### config.mk
export PLATFORM = sky130hd
export DESIGN_NAME = scc_ctrl
export DESIGN_NICKNAME = d
export VERILOG_FILES = /design/src/scc_pkg.sv /design/src/scc_ctrl.sv
export SDC_FILE = /design/constraint.sdc
export NUM_CORES = 1
export LEC_CHECK = 0
export BUFFER_PORTS_ARGS = -buffer_cell sky130_fd_sc_hd__clkbuf_2
export CORE_MARGIN = 2
export CORE_UTILIZATION = 54
export CTS_BUF_LIST = sky130_fd_sc_hd__clkbuf_2
export DETAILED_ROUTE_END_ITERATION = 10
export PLACE_DENSITY = 0.88
export SLEW_MARGIN = 20
export SYNTH_ARGS = -nofsm -noshare
export SYNTH_HDL_FRONTEND = slang
export SYNTH_SLANG_ARGS = --single-unit
### constraint.sdc
create_clock -name clk -period 2.1 [get_ports clk]
set_clock_uncertainty 0.15 [all_clocks]
set_input_delay 0.105 -clock clk [delete_from_list [all_inputs] [get_ports clk]]
set_output_delay 0.105 -clock clk [all_outputs]
set_load 0.01 [all_outputs]
### src/scc_pkg.sv
`default_nettype none
package scc_pkg;

	localparam int MAX_NODES_DEF = 1024;
	localparam int MAX_EDGES_DEF = 4096;

	typedef struct packed {
		logic        cmd;
		logic [10:0] src_node;
		logic [10:0] dst_node;
	} in_t;

	typedef struct packed {
		logic [10:0] longest_chain;
		logic        dropped_edges;
	} out_t;

	localparam logic CMD_ADD   = 1'b0;
	localparam logic CMD_START = 1'b1;

	typedef enum logic [1:0] {
		C_WHITE = 2'd0,
		C_GREY  = 2'd1,
		C_BLACK = 2'd2
	} color_t;

	typedef enum logic [20:0] {
		ST_CLR     = 21'h000001,
		ST_IDLE    = 21'h000002,
		ST_EDGE    = 21'h000004,
		ST_F_ROOT  = 21'h000008,
		ST_F_ROOT2 = 21'h000010,
		ST_F_TOP   = 21'h000020,
		ST_F_TOP2  = 21'h000040,
		ST_F_VIS   = 21'h000080,
		ST_F_EDGE  = 21'h000100,
		ST_F_EDGE2 = 21'h000200,
		ST_R_CLR   = 21'h000400,
		ST_R_ROOT  = 21'h000800,
		ST_R_ROOT2 = 21'h001000,
		ST_R_ROOT3 = 21'h002000,
		ST_R_TOP   = 21'h004000,
		ST_R_TOP2  = 21'h008000,
		ST_R_VIS   = 21'h010000,
		ST_R_EDGE  = 21'h020000,
		ST_R_EDGE2 = 21'h040000,
		ST_R_EDGE3 = 21'h080000,
		ST_DONE    = 21'h100000
	} step_t;

	typedef struct packed {
		step_t step;
		logic  accept;
	} cmd_t;

	typedef struct packed {
		logic is_start;
		logic edge_bad;
		logic root_over;
		logic sp_zero;
		logic col_white;
		logic col_grey;
		logic list_ne;
		logic at_tail;
		logic k_zero;
		logic sweep_last;
	} sts_t;

endpackage
`default_nettype wire

### src/scc_ctrl.sv
`default_nettype none
module scc_ctrl (
	input  wire logic          clk,
	input  wire logic          arst_n,
	input  wire logic          start,
	input  wire scc_pkg::sts_t sts,
	output scc_pkg::cmd_t      cmd,
	output logic               busy
);
	scc_pkg::step_t state_q, state_d;

	assign busy       = (state_q != scc_pkg::ST_IDLE);
	assign cmd.step   = state_q;
	assign cmd.accept = start && !busy;

	always_comb begin
		state_d = state_q;
		case (state_q)
			scc_pkg::ST_CLR:     if (sts.sweep_last) state_d = scc_pkg::ST_IDLE;
			scc_pkg::ST_IDLE: begin
				if (start) begin
					if (sts.is_start) state_d = scc_pkg::ST_F_ROOT;
					else if (!sts.edge_bad) state_d = scc_pkg::ST_EDGE;
				end
			end
			scc_pkg::ST_EDGE:    state_d = scc_pkg::ST_IDLE;
			scc_pkg::ST_F_ROOT:  state_d = sts.root_over ? scc_pkg::ST_R_CLR : scc_pkg::ST_F_ROOT2;
			scc_pkg::ST_F_ROOT2: state_d = sts.col_white ? scc_pkg::ST_F_TOP : scc_pkg::ST_F_ROOT;
			scc_pkg::ST_F_TOP:   state_d = sts.sp_zero ? scc_pkg::ST_F_ROOT : scc_pkg::ST_F_TOP2;
			scc_pkg::ST_F_TOP2:  state_d = scc_pkg::ST_F_VIS;
			scc_pkg::ST_F_VIS: begin
				if (sts.col_white && sts.list_ne) state_d = scc_pkg::ST_F_EDGE;
				else state_d = scc_pkg::ST_F_TOP;
			end
			scc_pkg::ST_F_EDGE:  state_d = scc_pkg::ST_F_EDGE2;
			scc_pkg::ST_F_EDGE2: state_d = sts.at_tail ? scc_pkg::ST_F_TOP : scc_pkg::ST_F_EDGE;
			scc_pkg::ST_R_CLR:   if (sts.sweep_last) state_d = scc_pkg::ST_R_ROOT;
			scc_pkg::ST_R_ROOT:  state_d = sts.k_zero ? scc_pkg::ST_DONE : scc_pkg::ST_R_ROOT2;
			scc_pkg::ST_R_ROOT2: state_d = scc_pkg::ST_R_ROOT3;
			scc_pkg::ST_R_ROOT3: state_d = sts.col_white ? scc_pkg::ST_R_TOP : scc_pkg::ST_R_ROOT;
			scc_pkg::ST_R_TOP:   state_d = sts.sp_zero ? scc_pkg::ST_R_ROOT : scc_pkg::ST_R_TOP2;
			scc_pkg::ST_R_TOP2:  state_d = scc_pkg::ST_R_VIS;
			scc_pkg::ST_R_VIS: begin
				if (sts.col_white && sts.list_ne) state_d = scc_pkg::ST_R_EDGE;
				else state_d = scc_pkg::ST_R_TOP;
			end
			scc_pkg::ST_R_EDGE:  state_d = scc_pkg::ST_R_EDGE2;
			scc_pkg::ST_R_EDGE2: state_d = scc_pkg::ST_R_EDGE3;
			scc_pkg::ST_R_EDGE3: state_d = sts.at_tail ? scc_pkg::ST_R_TOP : scc_pkg::ST_R_EDGE;
			scc_pkg::ST_DONE:    state_d = scc_pkg::ST_CLR;
			default:             state_d = scc_pkg::ST_CLR;
		endcase
	end

	always_ff @(posedge clk or negedge arst_n) begin
		if (!arst_n) begin
			state_q <= scc_pkg::ST_CLR;
		end else begin
			state_q <= state_d;
		end
	end

`ifndef SYNTHESIS
	a_done_then_clear: assert property (@(posedge clk) disable iff (!arst_n)
		(state_q == scc_pkg::ST_DONE) |=> (state_q == scc_pkg::ST_CLR))
		else $error("result not followed by store clear");
	a_edge_short: assert property (@(posedge clk) disable iff (!arst_n)
		(state_q == scc_pkg::ST_EDGE) |=> !busy)
		else $error("edge load held the block busy too long");
	a_no_accept_busy: assert property (@(posedge clk) disable iff (!arst_n)
		busy |-> !cmd.accept)
		else $error("accept while busy");
`endif
endmodule
`default_nettype wire

== After elaboration in Yosys (flattened, before gate mapping) ==
Index checks and enable logic that the tools add are counted.
Widths: inputs -> output; s select.
Word-level totals
  register bits after elaboration: 21
  bits in latches: 0
  bits in writable memories: 0
  ROM bits: 0
  input bits: 13
  output and inout port bits: 23
  logic and storage cells: 46
  memories kept: 0
Operators by class
  add/subtract/negate cells: 0
  multipliers: 0
  div/mod/pow operators: 0
  $lt $le $gt $ge: 0
  equality and inequality tests: 25
  shift operators: 0
  multiplexer cells: 16
  bitwise logic cells: 0
  reductions and logical operators: 4
Operator list (number)
  $pmux 21 s20: 1
  $mux 21: 6
  $mux 18: 2
  $eq 21x1->1 const B: 1
  $eq 21x10->1 const B: 1
  $eq 21x11->1 const B: 1
  $eq 21x12->1 const B: 1
  $eq 21x13->1 const B: 1
  $eq 21x14->1 const B: 1
  $eq 21x15->1 const B: 1
  $eq 21x16->1 const B: 1
  $eq 21x17->1 const B: 1
  $eq 21x18->1 const B: 1
  $eq 21x19->1 const B: 1
  $eq 21x2->1 const B: 1
  $eq 21x20->1 const B: 1
  $eq 21x3->1 const B: 1
  $eq 21x4->1 const B: 1
  $eq 21x5->1 const B: 1
  $eq 21x6->1 const B: 1
  $eq 21x7->1 const B: 1
  $eq 21x8->1 const B: 1
  $eq 21x9->1 const B: 1
  $ne 21x2->1 const B: 1
  other kinds (11): 15

== Depth between registers and ports, before layout ==
  depth after elaboration: 4
  mapped depth: 6
  depth with buffers taken out: 5

== Worst setup path before layout ==
Ideal clock, no wire load.
  kind: reg2reg
  start: reg state_q[13]
  end: reg state_q[10]
  library setup time: 0.074 ns
  arrival time: 1.761 ns
  data required time: 1.876 ns
  slack: 0.115 ns
  stages on the path, launching flop included: 6
  path buffers: 0
  period minus slack after synthesis: 1.985 ns
  path through: dfrtp_1 > nor4_2 > and4_4 > nand2_2 > or4_4 > o21ai_2
On the way
  longest elaborated chain between the ends: 3
  elaborated cells between the ends (all ways): 26
  classes of those cells: 24 x eq/ne; 1 x mux; 1 x reduce/logical
RTL lines
  from (decl): RTL line scc_ctrl.sv:10  | scc_pkg::step_t state_q, state_d;
  from (signal assigned): RTL line scc_ctrl.sv:57  | state_q <= scc_pkg::ST_CLR;
  from (signal assigned): RTL line scc_ctrl.sv:59  | state_q <= state_d;
  $eq 21x2->1 (tied with other cells): RTL line scc_ctrl.sv:18  | case (state_q)
  $ne 3x3->1 (no line) / $ne 2x2->1 (equally long branches)
  $reduce_and 4->1 (no line)
Parallel ways exist; a longest one is shown, timed or not.
A chain may end at the register's enable or synchronous reset.

==> summary.txt <==
Status
  • Run status: finished with violations
  • Failing checks: setup timing

Worst setup path
  • Max incr delay on CP: 490 ps
  • Crit path max fanout: 4
  • Worst Path Arrival: 1970 ps
  • Reg2Reg Depth: 6
  • Critical Path RT: 1850 ps
  • Kind of critical path: register to output port
  • Setup crit start kind: register
  • Worst Setup End Kind: output port
  • Worst path slowest cell: dfrtp_1
  • Crit. Startpoint: state_q[12]
  • CP cell instances: nor4_4, and4_4, nand4_1, nor2_1, buf_2
  • Worst R2R Start: state_q[12]

CTS
  • H-tree depth: 1
  • Num CTS Buffers: 3
  • Clk buf depth: 2
  • Clock Tree Root: clkbuf_2
  • Clock Latency Late Sink: 350 ps
  • CTS tree: yes
  • Clock slew at reported path FFs: 240 ps
  • TritonCTS Sinks: 21

Finish
  • Finished Cell Area: 1913 um^2
  • Top reg by flops: state_q
  • Max FFs per register: 21
  • Largest registers: state_q (21)
  • Diode count: 0
  • Ratio of cells with drive above 1 in the final layout: 0.4245
  • Area growth syn-to-layout: 47.30%
  • Post-layout net count: 226

Power
  • Power, Total: 0.001419 W
  • VDD IR-drop max: 0.7176 mV
  • P_leak: 0.9581 nW
  • Pwr dens: 741.9 nW/um^2

Synthesis
  • Commonest cells in the netlist: 20 x dfrtp_1, 13 x nor2_1, 8 x inv_1, 8 x nand2_1
  • Synth Area in Compound Gates: 0.1426
  • Mapped Area: 1299 um^2
  • Area share of fa/ha/maj cells after synthesis: 0
  • Synth Instances: 137
  • Top cells by area, synth: dfrtp_1 39%, nor4_2 3.9%, nor2_1 3.8%
  • Top-area cell type share of the netlist area: 0.3854
  • Post-synth EDFFs: 0
  • Most common cell in the netlist: dfrtp_1
  • Top FF cell, synth: dfrtp_1
  • Synth Net Count: 150
  • Leading area contributor after synthesis: dfrtp_1
  • Library cells used by synthesis: 43
  • Xor and xnor area share after synthesis: 0.04046
  • Simple-gate portion of the synthesized area: 0.3796
  • Flops & latches, synth: 21
  • Synth Area per Inst: 9.480 um^2
  • Asr flop ratio synth: 1.000
  • Largest family of logic cells by synthesized area: simple AND/OR/NAND/NOR gates
  • Post-synthesis mux area share: 0
  • Sequential area share after synthesis: 0.4056
  • Warnings from Yosys: 0

STA
  • Final Hold Fails: 0
  • Max-slew headroom: 0.6549
  • Final min period: 2225 ps
  • Worst-margin pin slew: 517.6 ps
  • F_max: 0.4494 GHz
  • Setup TNS: -424.8 ps
  • Final worst slack: -125.1 ps
  • Pins Over Slew Limit: 0
  • # setup viols final: 9
  • RSZ-0062 raised after global routing: yes
  • Crit share post-route: 1.060

Floorplanning
  • Site Rows: 17
  • Die area: 2813 um^2
  • Core Region: 2233 um^2
  • Initial Utilization: 0.5815
  • Ports: 36
  • DIE HEIGHT: 53.04 um
  • Die Span X: 53.04 um

Global route
  • Largest net degree at the start of global routing: 22
  • Global-route usage over all layers: 0.3556
  • Global route overflow: 0
  • Antenna violations before repair: 0
  • Vias in the first global route: 1549
  • First-pass GRT wire length: 7231 um

Routing
  • Average wire per standard cell: 20.29 um
  • Via count: 1598
  • Antenna Nets Post-Route: 0
  • Drt pass-1 iters: 5
  • Initial DRC count: 124
  • WL final: 4869 um
  • Routed vias/inst: 6.658
  • Drc violations: 0

Min path
  • Hold Crit Class: input pin to asynchronous set/reset pin

Placement
  • Port Buf Inserts: 34
  • DP Area: 1620 um^2
  • Placer Congestion: 0.8734
  • Worst slack, placed: 63.49 ps
  • Detailed Place HPWL: 2685 um

Flow run
  • Max cap viols: 0
==> repair_timing <==
action                                 in CTS  in global routing
pin swaps                                   3                 12
setup endpoints to repair                   2                 13
gates cloned                                0                  0
setup buffers                               6                  4
hold buffers                               12                  0
resized for setup                           5                 15
endpoints found under the hold margin      35                  0
==> layout by cell type (no fill, tap or decap), types with 2 or more instances in the layout <==
cell	netlist	routed
and3b_1	3	3
nor4_2	4	3
o32ai_1	2	2
nand3_1	6	6
nor4_4	2	5
clkbuf_2	0	35
buf_4	0	26
a31oi_1	2	2
nand2b_1	5	5
nor2_2	0	2
and3_1	2	2
nand3b_1	5	5
xor2_1	5	5
nor3_1	4	2
nor2_1	13	11
o22ai_1	4	4
inv_1	8	8
dfrtp_2	0	4
a21oi_1	2	2
o21ai_2	1	2
o21ai_0	6	6
nand2_1	8	7
nor3_2	0	2
buf_2	0	2
dlygate4sd3_1	0	12
nand4_1	4	4
nand2_2	1	2
dfrtp_1	20	16
nor2b_1	6	6
==> per-layer routing <==
layer / global-route usage / vias up / part of all wire / wire length, um
met1: 0.4126 / 745 / 0.36 / 1768
met2: 0.6375 / 150 / 0.47 / 2302
met4: 0.1667 / 0 / 0.050 / 242
met5: 0 / - / 0 / 0
met3: 0.05085 / 39 / 0.11 / 556
li1: - / 664 / - / -
==> worst paths after layout <==
check / slack, ps / to
setup / recovery: -130 / cmd[0]
setup reg to reg: -90 / state_q[10]
max in group asynchronous: 1340 / state_q[14]
hold reg to reg: 560 / state_q[15]
hold / removal: 60 / state_q[2]
min in group clk: 280 / state_q[12]
==> kinds of logic (layout without fill, tap and decap cells) <==
| family | Yosys count | count (layout) |
|---|---|---|
| DFF | 21 | 21 |
| AOI/OAI and AO/OA | 26 | 26 |
| buffers and inverters | 9 | 84 |
| and+or+nand+nor | 75 | 75 |
| xor gates and xnor gates | 6 | 6 |
==> power breakdown <==
group | internal, W | switching [W] | total [W]
clock network | 0.0000431 | 0.000139 | 0.000182
registers | 0.000441 | 0.0000211 | 0.000462
logic | 0.000338 | 0.000437 | 0.000775
==> per-stage QoR <==
step / hold WS (ps) / util / std cells
final: 63.43 / 0.8566 / 240
after floorplan: -340.6 / - / 137
after CTS: 99.83 / 0.8179 / 237
after detailed placement: -48.88 / 0.7255 / 215
after global routing: 112.2 / 0.8566 / 240
after global placement: -57.61 / 0.7255 / 215
==> critical path, delay by kind of cell (launching register included) <==
kind                   cells  cell delay [ps]
flip-flops                 1              490
AND/OR/NAND/NOR            4              970
buffers and inverters      1              150
==> area by class of cell <==
cell class | count | area (um^2)
clock buffers | 3 | 15.01
clock inverters | 1 | 5.005
fillers | 114 | 320.3
inverters | 8 | 30.03
multi-input cells | 107 | 810.8
flip-flops and latches | 21 | 531.8
well taps | 28 | 35.03
repair buffers | 72 | 485.5
Note: power is estimated with default switching activity, not from simulation.
